**src/rtl/ngar_pkg.sv**
```systemverilog
// Package for the nonzero group average rebinner.
// Holds widths, limits, the group record type and the back end state type.
package ngar_pkg;
  localparam int unsigned MaxGroup = 32;
  localparam int unsigned LenW = 6;
  localparam int unsigned SumW = 37;
  localparam int unsigned SqW = 64;
  localparam logic [LenW-1:0] LenReset = 6'd20;
  localparam logic [LenW-1:0] LenMin = 6'd2;
  localparam logic [LenW-1:0] LenMax = 6'd32;
  localparam int unsigned QDepth = 2;

  typedef struct packed {
    logic signed [SumW-1:0] value_sum;
    logic [SqW-1:0]         square_sum;
    logic [LenW-1:0]        count;
    logic                   saturated;
  } group_t;

  typedef enum logic [2:0] {
    ST_IDLE, ST_SQRT, ST_DIV_VAL, ST_DIV_ERR, ST_DONE
  } back_state_t;
endpackage

```
**src/rtl/ngar_front.sv**
```systemverilog
// Front end: accumulates the nonzero bins of a group and pushes the finished group record.
// Depends on ngar_pkg.
module ngar_front (
  input  logic                         clk,
  input  logic                         rst_n,
  input  logic [ngar_pkg::LenW-1:0]    group_len,
  input  logic                         in_valid,
  output logic                         in_stall,
  input  logic signed [31:0]           in_bin_value,
  input  logic [31:0]                  in_bin_error,
  output logic                         push,
  output ngar_pkg::group_t             push_group,
  input  logic                         q_full
);
  logic signed [ngar_pkg::SumW-1:0] sum_r, sum_nxt;
  logic [ngar_pkg::SqW-1:0] sq_r, sq_nxt;
  logic [ngar_pkg::LenW-1:0] cnt_r, cnt_nxt, pos_r, pos_nxt, eff_len;
  logic sat_r, sat_nxt, take, last;
  logic [63:0] sq_item;
  logic [64:0] sq_add;

  assign in_stall = q_full;
  assign take = in_valid && !q_full;

  always_comb begin
    if (group_len < ngar_pkg::LenMin) eff_len = ngar_pkg::LenMin;
    else if (group_len > ngar_pkg::LenMax) eff_len = ngar_pkg::LenMax;
    else eff_len = group_len;
  end

  assign sq_item = {32'd0, in_bin_error} * {32'd0, in_bin_error};
  assign sq_add = {1'b0, sq_r} + {1'b0, sq_item};

  always_comb begin
    sum_nxt = sum_r;
    sq_nxt = sq_r;
    cnt_nxt = cnt_r;
    sat_nxt = sat_r;
    if (in_bin_value != 32'sd0) begin
      sum_nxt = sum_r + {{(ngar_pkg::SumW-32){in_bin_value[31]}}, in_bin_value};
      cnt_nxt = cnt_r + 1'b1;
      if (sq_add[64] || (&sq_add[63:0])) begin
        sq_nxt = '1;
        sat_nxt = 1'b1;
      end else begin
        sq_nxt = sq_add[63:0];
      end
    end
    pos_nxt = pos_r + 1'b1;
    last = pos_nxt >= eff_len;
  end

  assign push = take && last;
  assign push_group = '{value_sum: sum_nxt, square_sum: sq_nxt, count: cnt_nxt,
                        saturated: sat_nxt};

  always_ff @(posedge clk) begin
    if (!rst_n || push) begin
      sum_r <= '0; sq_r <= '0; cnt_r <= '0; pos_r <= '0; sat_r <= 1'b0;
    end else if (take) begin
      sum_r <= sum_nxt; sq_r <= sq_nxt; cnt_r <= cnt_nxt; pos_r <= pos_nxt;
      sat_r <= sat_nxt;
    end
  end
endmodule

```
**src/rtl/ngar_queue.sv**
```systemverilog
// Two entry queue of finished group records between front and back end.
// Depends on ngar_pkg.
module ngar_queue (
  input  logic             clk,
  input  logic             rst_n,
  input  logic             push,
  input  ngar_pkg::group_t push_group,
  output logic             full,
  input  logic             pop,
  output logic             not_empty,
  output ngar_pkg::group_t head
);
  ngar_pkg::group_t mem_r [ngar_pkg::QDepth];
  logic wp_r, rp_r;
  logic [1:0] fill_r;

  assign full = fill_r == 2'd2;
  assign not_empty = fill_r != 2'd0;
  assign head = mem_r[rp_r];

  always_ff @(posedge clk) begin
    if (push) mem_r[wp_r] <= push_group;
  end

  always_ff @(posedge clk) begin
    if (!rst_n) begin
      wp_r <= 1'b0; rp_r <= 1'b0; fill_r <= 2'd0;
    end else begin
      if (push) wp_r <= !wp_r;
      if (pop) rp_r <= !rp_r;
      fill_r <= fill_r + {1'b0, push} - {1'b0, pop};
    end
  end

  assert property (@(posedge clk) disable iff (!rst_n) full |-> !push)
    else $error("push into full queue");
  assert property (@(posedge clk) disable iff (!rst_n) !not_empty |-> !pop)
    else $error("pop from empty queue");
  assert property (@(posedge clk) disable iff (!rst_n) fill_r <= 2'd2)
    else $error("queue fill out of range");
endmodule

```
**src/rtl/ngar_back.sv**
```systemverilog
// Back end: square root and two divisions per nonempty group, one bit per cycle.
// Depends on ngar_pkg.
module ngar_back (
  input  logic                clk,
  input  logic                rst_n,
  input  logic                q_not_empty,
  input  ngar_pkg::group_t    q_head,
  output logic                q_pop,
  output logic                out_valid,
  input  logic                out_stall,
  output logic signed [31:0]  out_mean_value,
  output logic [31:0]         out_mean_error,
  output logic                out_empty_group,
  output logic                out_squares_saturated
);
  ngar_pkg::back_state_t st_r, st_nxt;
  logic [63:0] rem_r, rem_nxt;
  logic [63:0] root_r, root_nxt;
  logic [63:0] bit_r, bit_nxt;
  logic [36:0] quo_r, quo_nxt, num_r, num_nxt;
  logic [36:0] drem_r, drem_nxt;
  logic [5:0] cnt_r, cnt_nxt, step_r, step_nxt;
  logic neg_r, neg_nxt, sat_r, sat_nxt, emp_r, emp_nxt;
  logic [31:0] mv_r, mv_nxt, me_r, me_nxt;
  logic [37:0] dtry;
  logic [36:0] absv;

  assign out_valid = st_r == ngar_pkg::ST_DONE;
  assign out_mean_value = mv_r;
  assign out_mean_error = me_r;
  assign out_empty_group = emp_r;
  assign out_squares_saturated = sat_r;
  assign absv = q_head.value_sum[36] ? 37'(-q_head.value_sum) : q_head.value_sum;
  assign dtry = {drem_r, num_r[36]} - {32'd0, cnt_r};

  always_comb begin
    st_nxt = st_r; rem_nxt = rem_r; root_nxt = root_r; bit_nxt = bit_r;
    quo_nxt = quo_r; num_nxt = num_r; drem_nxt = drem_r; cnt_nxt = cnt_r;
    step_nxt = step_r; neg_nxt = neg_r; sat_nxt = sat_r; emp_nxt = emp_r;
    mv_nxt = mv_r; me_nxt = me_r; q_pop = 1'b0;
    case (st_r)
      ngar_pkg::ST_IDLE: if (q_not_empty) begin
        q_pop = 1'b1;
        cnt_nxt = q_head.count;
        if (q_head.count == '0) begin
          mv_nxt = '0; me_nxt = '0; emp_nxt = 1'b1; sat_nxt = 1'b0;
          st_nxt = ngar_pkg::ST_DONE;
        end else begin
          emp_nxt = 1'b0; sat_nxt = q_head.saturated;
          rem_nxt = q_head.square_sum; root_nxt = '0;
          bit_nxt = 64'd1 << 62;
          neg_nxt = q_head.value_sum[36];
          num_nxt = absv; drem_nxt = '0; quo_nxt = '0; step_nxt = '0;
          st_nxt = ngar_pkg::ST_SQRT;
        end
      end
      ngar_pkg::ST_SQRT: begin
        if (rem_r >= root_r + bit_r) begin
          rem_nxt = rem_r - (root_r + bit_r);
          root_nxt = (root_r >> 1) + bit_r;
        end else begin
          root_nxt = root_r >> 1;
        end
        bit_nxt = bit_r >> 2;
        if (bit_r == 64'd1) st_nxt = ngar_pkg::ST_DIV_VAL;
      end
      ngar_pkg::ST_DIV_VAL, ngar_pkg::ST_DIV_ERR: begin
        num_nxt = num_r << 1;
        if (!dtry[37]) begin
          drem_nxt = dtry[36:0]; quo_nxt = {quo_r[35:0], 1'b1};
        end else begin
          drem_nxt = {drem_r[35:0], num_r[36]}; quo_nxt = {quo_r[35:0], 1'b0};
        end
        step_nxt = step_r + 1'b1;
        if (step_r == 6'd36) begin
          // The final quotient bit is in quo_nxt; take it before clearing.
          if (st_r == ngar_pkg::ST_DIV_VAL) begin
            mv_nxt = neg_r ? 32'(-quo_nxt) : quo_nxt[31:0];
            num_nxt = {5'd0, root_r[31:0]};
            st_nxt = ngar_pkg::ST_DIV_ERR;
          end else begin
            me_nxt = quo_nxt[31:0];
            st_nxt = ngar_pkg::ST_DONE;
          end
          step_nxt = '0; drem_nxt = '0; quo_nxt = '0;
        end
      end
      ngar_pkg::ST_DONE: if (!out_stall) st_nxt = ngar_pkg::ST_IDLE;
      default: st_nxt = ngar_pkg::ST_IDLE;
    endcase
  end

  always_ff @(posedge clk) begin
    if (!rst_n) st_r <= ngar_pkg::ST_IDLE;
    else st_r <= st_nxt;
  end

  always_ff @(posedge clk) begin
    rem_r <= rem_nxt; root_r <= root_nxt; bit_r <= bit_nxt; quo_r <= quo_nxt;
    num_r <= num_nxt; drem_r <= drem_nxt; cnt_r <= cnt_nxt; step_r <= step_nxt;
    neg_r <= neg_nxt; sat_r <= sat_nxt; emp_r <= emp_nxt; mv_r <= mv_nxt;
    me_r <= me_nxt;
  end

  assert property (@(posedge clk) disable iff (!rst_n)
    out_valid && out_empty_group |-> out_mean_value == '0 && out_mean_error == '0)
    else $error("empty group with nonzero result");
  assert property (@(posedge clk) disable iff (!rst_n)
    q_pop |-> st_r == ngar_pkg::ST_IDLE)
    else $error("pop while busy");
  assert property (@(posedge clk) disable iff (!rst_n)
    out_valid && out_empty_group |-> !out_squares_saturated)
    else $error("empty group flagged saturated");
endmodule

```
**src/rtl/nonzero_group_average_rebinner_unit.sv**
```systemverilog
// Top level of the nonzero group average rebinner.
// A nonempty group is worked out in order: the pop from the queue, 32 root steps,
// then two 37 step divisions; an empty group goes from the pop straight to the result.
// Throughput: one bin per cycle while the two entry group queue has room; the
// serial back end takes a new group only once the last result has been taken.
// Reset is synchronous, active low; group length returns to 20, sums clear.
module nonzero_group_average_rebinner_unit (
  input  logic               clk,
  input  logic               rst_n,
  input  logic               cfg_we,
  input  logic [5:0]         cfg_wdata,
  input  logic               in_valid,
  output logic               in_stall,
  input  logic signed [31:0] in_bin_value,
  input  logic [31:0]        in_bin_error,
  output logic               out_valid,
  input  logic               out_stall,
  output logic signed [31:0] out_mean_value,
  output logic [31:0]        out_mean_error,
  output logic               out_empty_group,
  output logic               out_squares_saturated
);
  // The group length register; out of range values are clamped in the front.
  logic [ngar_pkg::LenW-1:0] len_r;
  logic push, full, pop, not_empty;
  ngar_pkg::group_t push_group, head;

  always_ff @(posedge clk) begin
    if (!rst_n) len_r <= ngar_pkg::LenReset;
    else if (cfg_we) len_r <= cfg_wdata;
  end

  // The front accumulates bins and hands one record per group to the queue.
  ngar_front u_front (
    .clk, .rst_n, .group_len(len_r), .in_valid, .in_stall, .in_bin_value,
    .in_bin_error, .push, .push_group, .q_full(full)
  );

  ngar_queue u_queue (
    .clk, .rst_n, .push, .push_group, .full, .pop, .not_empty, .head
  );

  // The back end works out the root and quotients and holds the result word.
  ngar_back u_back (
    .clk, .rst_n, .q_not_empty(not_empty), .q_head(head), .q_pop(pop),
    .out_valid, .out_stall, .out_mean_value, .out_mean_error,
    .out_empty_group, .out_squares_saturated
  );
endmodule
```
**config.mk**
```make
export PLATFORM = sky130hd
export DESIGN_NAME = nonzero_group_average_rebinner_unit
export DESIGN_NICKNAME = d
export VERILOG_FILES = /design/src/rtl/ngar_pkg.sv /design/src/rtl/ngar_front.sv /design/src/rtl/ngar_queue.sv /design/src/rtl/ngar_back.sv /design/src/rtl/nonzero_group_average_rebinner_unit.sv
export SDC_FILE = /design/constraint.sdc
export NUM_CORES = 2
export LEC_CHECK = 0
export ABC_AREA = 1
export BUFFER_PORTS_ARGS = -buffer_cell sky130_fd_sc_hd__buf_2
export CORE_AREA = 2 2 441 443
export CTS_CLUSTER_SIZE = 40
export DETAILED_ROUTE_END_ITERATION = 16
export DIE_AREA = 0 0 443 445
export PLACE_DENSITY = 0.52
export RECOVER_POWER = 50
export SLEW_MARGIN = 20
export SYNTH_ARGS = -nofsm -noshare
export SYNTH_HDL_FRONTEND = slang
export SYNTH_SLANG_ARGS = --single-unit
```
**constraint.sdc**
```tcl
create_clock -name clk -period 8.96 [get_ports clk]
set_input_delay 0.448 -clock clk [delete_from_list [all_inputs] [get_ports clk]]
set_output_delay 0.448 -clock clk [all_outputs]
set_load 0.1 [all_outputs]
```
# Yosys cells after proc, flatten, opt, wreduce, memory -nomap -nowiden
# Memory sizes are Yosys's and may differ from the RTL's. A register that Yosys moved wholly into a read port is not among the register bits.
# Index checks and enable logic that the tools add are counted.
# word_totals
inputBits,75
ff_bits,503
ram_bits,216
n_memories,1
output_inout_bits,68
word_cells,144
# classes
n_mul,1
magnitude_cmp,4
bitwise_logic,1
add_sub_neg,13
reduce_logical,24
n_eq_ne,16
muxes,61
# mem_list
name,words,word_bits,read_ports,rd_clocked_by_memory_dff,write_ports,line_no,source
u_queue.mem_r,2,108,1,1,1,ngar_queue.sv:13,ngar_pkg::group_t mem_r [ngar_pkg::QDepth];
# op_table
op,count
$mux 64,10
$pmux 64 s2,3
$mux 37,10
$mux 32,8
$pmux 37 s2,2
$pmux 32 s2,2
$add 64x64->65,1
$add 63x64->64,1
$add 64x64->64,1
$eq 64x1->1 const B,1
$ge 64x64->1,1
$mul 32x32->64,1
$reduce_and 64->1,1
$sub 64x64->64,1
$pmux 31 s2,1
$sub 38x6->38,1
$add 37x37->37,1
$neg 37->37,1
$mux 6,6
$neg 32->32,1
$reduce_bool 32->1,1
$mux 31,1
$add 6x1->6 const B,3
$mux 3,6
27 further kinds,55

# Longest topological paths before layout
# depth
word_depth,8
depth_mapped,45
ltp_nobuf,43

# By module
# A second synthesis with hierarchy kept.
# hier_totals
hier_cells,10287
hier_area_um2,79064.6
# by_module_without_submodules
module,seq_area_each_um2,cells_per_inst,area_each_um2,instances
ngar_front,2282.2,5668,41692.5,1
ngar_back,10390.0,4216,29034.1,1
ngar_queue,6586.3,369,8087.8,1
nonzero_group_average_rebinner_unit,120.1,34,250.2,1

# Worst setup path after synthesis
# OpenSTA, ideal clock, no wires.
# synth_timing
path_type,in2reg
from,input port in_bin_error[1]
to,memory u_queue.mem_r[0][23] (netlist name) (data pin)
t_arrival_ns,7.369
path_slack_ns,1.336
n_path_buf,4
required_time_ns,8.705
path_stages,34
setup_time_ns,0.255
cell_sequence,clkbuf_1 clkbuf_1 nand2_1 fa_1 fa_1 inv_1 fa_1 inv_1 fa_1 inv_1 fa_1 fa_1 fa_1 inv_1 fa_1 inv_1 ha_1 nand2_1 inv_1 nand2_1 nand2_1 a21oi_1 nand3_2 nand3_1 nand2_1 nand3_1 nand3_1 xor2_1 inv_2 buf_2 buf_2 nand3_2 nand2_1 inv_1
# synth_lines
item,line_no,source
"start, declared",nonzero_group_average_rebinner_unit.sv:15,"input logic [31:0] in_bin_error,"
"end, declared",ngar_queue.sv:13,

==> qor.yml <==
die:
  die_width_um: 443
  die_h_um: 445
  row_count: 161
  fp.coreArea_mm2: 0.192
  ioPinCount: 143
  initial_core_util_pct: 39.8
  floorplan.die_area_mm2: 0.197
worst_setup_path:
  worstReg2RegEnd: "u_queue.mem_r[1][9]"
  cpPeakStageDelay_ns: 0.83
  element_type_at_the_critical_path_end: "flip-flop"
  r2r_setup_slack_ns: 0.52
  worst-endpoint-required_ns: 9.47
  r2r_start: "u_front.sq_r[24]"
  worst_path_max_delay_cell: "sky130_fd_sc_hd__nor4_1"
  crit_end: "u_queue.mem_r[1][9]"
  worst_r2r_path_depth: 30
  crit_path_max_fanout: 12
  cp_common_cell: "sky130_fd_sc_hd__nand2_1"
  critPathLaunch: "u_front.sq_r[24]"
  crit_type: "flip-flop to flip-flop"
  timing.critical_path.arrival_ns: 8.95
  setup.worst_path.start_class: "flip-flop"
run_status:
  outcome: "complete, but fails checks"
  failed_checks: "max-capacitance violations, max-slew violations"
layout:
  diodes: 0
  filler_cell_count: 19700
  layout.cell_area.non_filler_mm2: 0.0827
  area.growth.synth_to_final_pct: 8.14
  finish.utilization_pct: 43.1
  ratio_of_cells_with_drive_above_1_in_the_final_layout_pct: 4.63
  final_net_count: 11300
placement:
  post_dp_cell_area_mm2: 0.0803
  gpl.final_weighted_congestion: 0.948
  place.detailed.hpwl_um: 191000
  buffer_ports.inserted: 142
  detailedPlace.worstSlack_ns: -0.00618
detailed_routing:
  drt-wirelength-per-cell_um: 18.6
  drt_wl_total_um: 232000
  postRouteAntennaNets: 0
  avgViaCountPerCell: 4.98
  drtIter0Drc: 3592
  detailed_routing_iteration_count_for_the_pre_antenna_repair_pass: 8
  remaining_drc_errors: 0
  num_vias: 62200
sta:
  grt_setup_unrepaired: "false"
  period_share_pct: 94.2
  finalWorstPathRequiredPeriod_ns: 8.44
  finalHoldWorstSlack_ns: 0.0473
  finClkSkew_ns: 0.0318
  worst_tran_pin_value_ns: 3.96
  slew-limit-headroom_pct: -164
  setup_viol: 0
  finalHoldViolCount: 0
  postLayoutSetupSlackWorst_ns: 0.520
  slew_violations: 888
  max_clock_freq_ghz: 0.118
clock_tree:
  tritoncts_num_sinks: 688
  cts_tree: "built"
  clkTransAtPathRegs_ns: 0.06
  clock_path_buffers: 3
  max_h_tree_level: 3
  clock_latency_ns: 0.67
  cts_resized: 0
  cts_made_buffers: 77
  clock_tree.root_cell: "sky130_fd_sc_hd__clkbuf_16"
global_route:
  grt_start_max_net_pins: 97
  grt_pass1_wl_um: 366000
  antenna_found_initial: 1
  grt.total_usage_pct: 23.6
  grt_remaining_overflow: 0
  via_count_of_the_first_global_routing_pass: 64400
yosys:
  mappedNetlistArea_mm2: 0.0765
  synth-seq-area-share_pct: 25.3
  synthesis_stage_register_bit_count: 688
  synth_nets: 11200
  ys.warnings.count: 0
  most_instantiated_library_cell_after_synthesis: "sky130_fd_sc_hd__inv_1"
  synth_cell_types: 57
  number_of_synthesized_flops_with_an_enable_pin: 560
  post_synth.cell_area_avg_um2: 7.77
  top_cells_by_count_synth: "sky130_fd_sc_hd__inv_1 (2364), sky130_fd_sc_hd__nand2_1 (2211), sky130_fd_sc_hd__fa_1 (877)"
  syn_inst: 9844
  synthDominantCellAreaShare_pct: 23.0
  postSynth.topFlopCell: "sky130_fd_sc_hd__edfxtp_1"
  netlist.top_cell.by_area: "sky130_fd_sc_hd__fa_1"
  ys_top_cells_by_area: "sky130_fd_sc_hd__fa_1 (23%), sky130_fd_sc_hd__edfxtp_1 (22%), sky130_fd_sc_hd__inv_1 (12%)"
  synthArstFlopShare_pct: 0
min_path:
  min-delay-path-class: "input pin to flip-flop"
job:
  maxCapViolations: 17
## layout by cell type (no fill, tap or decap), types with 30 or more instances in the layout
cell type and count:
sky130_fd_sc_hd__buf_2 73, sky130_fd_sc_hd__buf_4 84, sky130_fd_sc_hd__nand3_1 306, sky130_fd_sc_hd__nor3_1 104, sky130_fd_sc_hd__fa_1 877, sky130_fd_sc_hd__nor4_1 42
sky130_fd_sc_hd__xnor2_1 79, sky130_fd_sc_hd__nand4_1 59, sky130_fd_sc_hd__or2_2 81, sky130_fd_sc_hd__o21ai_0 535, sky130_fd_sc_hd__nor2_1 806, sky130_fd_sc_hd__nand2_1 2215
sky130_fd_sc_hd__clkbuf_1 98, sky130_fd_sc_hd__clkbuf_16 80, sky130_fd_sc_hd__a31oi_1 43, sky130_fd_sc_hd__dfxtp_1 128, sky130_fd_sc_hd__edfxtp_1 560, sky130_fd_sc_hd__o211ai_1 30
sky130_fd_sc_hd__ha_1 440, sky130_fd_sc_hd__xor2_1 111, sky130_fd_sc_hd__a21oi_1 487, sky130_fd_sc_hd__inv_1 2364
## state kept, by name, summed over array words and instances (netlist names), 2 cells and up, named ones only
| name | flops |
|---|---|
| u_back.quo_r | 31 |
| u_back.out_mean_value | 32 |
| u_back.bit_r | 32 |
| u_back.cnt_r | 6 |
| u_back.drem_r | 37 |
| u_queue.fill_r | 2 |
| u_back.out_mean_error | 32 |
| u_back.root_r | 64 |
| len_r | 6 |
| u_front.sum_r | 37 |
| u_back.rem_r | 64 |
| u_queue.mem_r | 216 |
| u_front.cnt_r | 6 |
| u_front.sq_r | 64 |
| u_back.step_r | 6 |
| u_back.st_r | 3 |
| u_back.num_r | 37 |
| u_front.pos_r | 6 |
## logic make-up after synthesis
logic type / synth area share [%]
flops: 25.3
xor+xnor: 2.18
compound gates: 9.19
fa+ha+maj: 30.2
mux: 0.0785
simple gates: 20.0
buf+inv: 13.1
## critical path, delay by kind of cell, from the launching register on
kind	cells	cell delay [ns]
flops	1	0.37
simple gates	15	2.66
buf+inv	6	0.65
fa+ha+maj	9	4.57
## worst min path at each step
stage | from | end | slack (ns) | cells after the start
floorplan | u_queue.rp_r | flip-flop | 0.43 | 1
global placement | u_queue.rp_r | flip-flop | 0.43 | 1
detailed placement | u_queue.rp_r | flip-flop | 0.45 | 1
CTS | cfg_we | len_r[2] | 0.0006 | 3
global route | cfg_we | len_r[2] | 0.04 | 3
finish | cfg_we | len_r[2] | 0.05 | 3
## area by class of cell
type                    count  area (um2)  area share (%)
multi-input cells        6511       47100            57.0
clock buffers             102        2140            2.59
repair buffers            255        1530            1.85
well taps                2526        3160            3.82
inverters                2382        8950            10.8
flip-flops and latches    688       19400            23.4
clock inverters            40         410           0.496
## repair_timing
| action | CTS | global route |
|---|---|---|
| buffers inserted | 0 | 0 |
| hold buffers | 6 | 0 |
| endpoints found under the hold margin | 5 | 0 |
## per-stage QoR
step	instances	setup TNS, ns
global placement	12400	0
floorplan	9844	0
global route	12500	0
finish	12500	0
CTS	12500	0
detailed placement	12400	-0.0124
## routing by layer
layer | part of all wire [%] | global-route usage, % | vias up
li1 | - | - | 30500
met1 | 45 | 31.1 | 30200
met2 | 49 | 41.6 | 1328
met3 | 3.4 | 1.70 | 252
met4 | 2.6 | 6.30 | 0
met5 | 0 | 0 | -
Power is not shown: default switching activity piles up to over one toggle a cycle in this logic, so the estimate is an artifact.
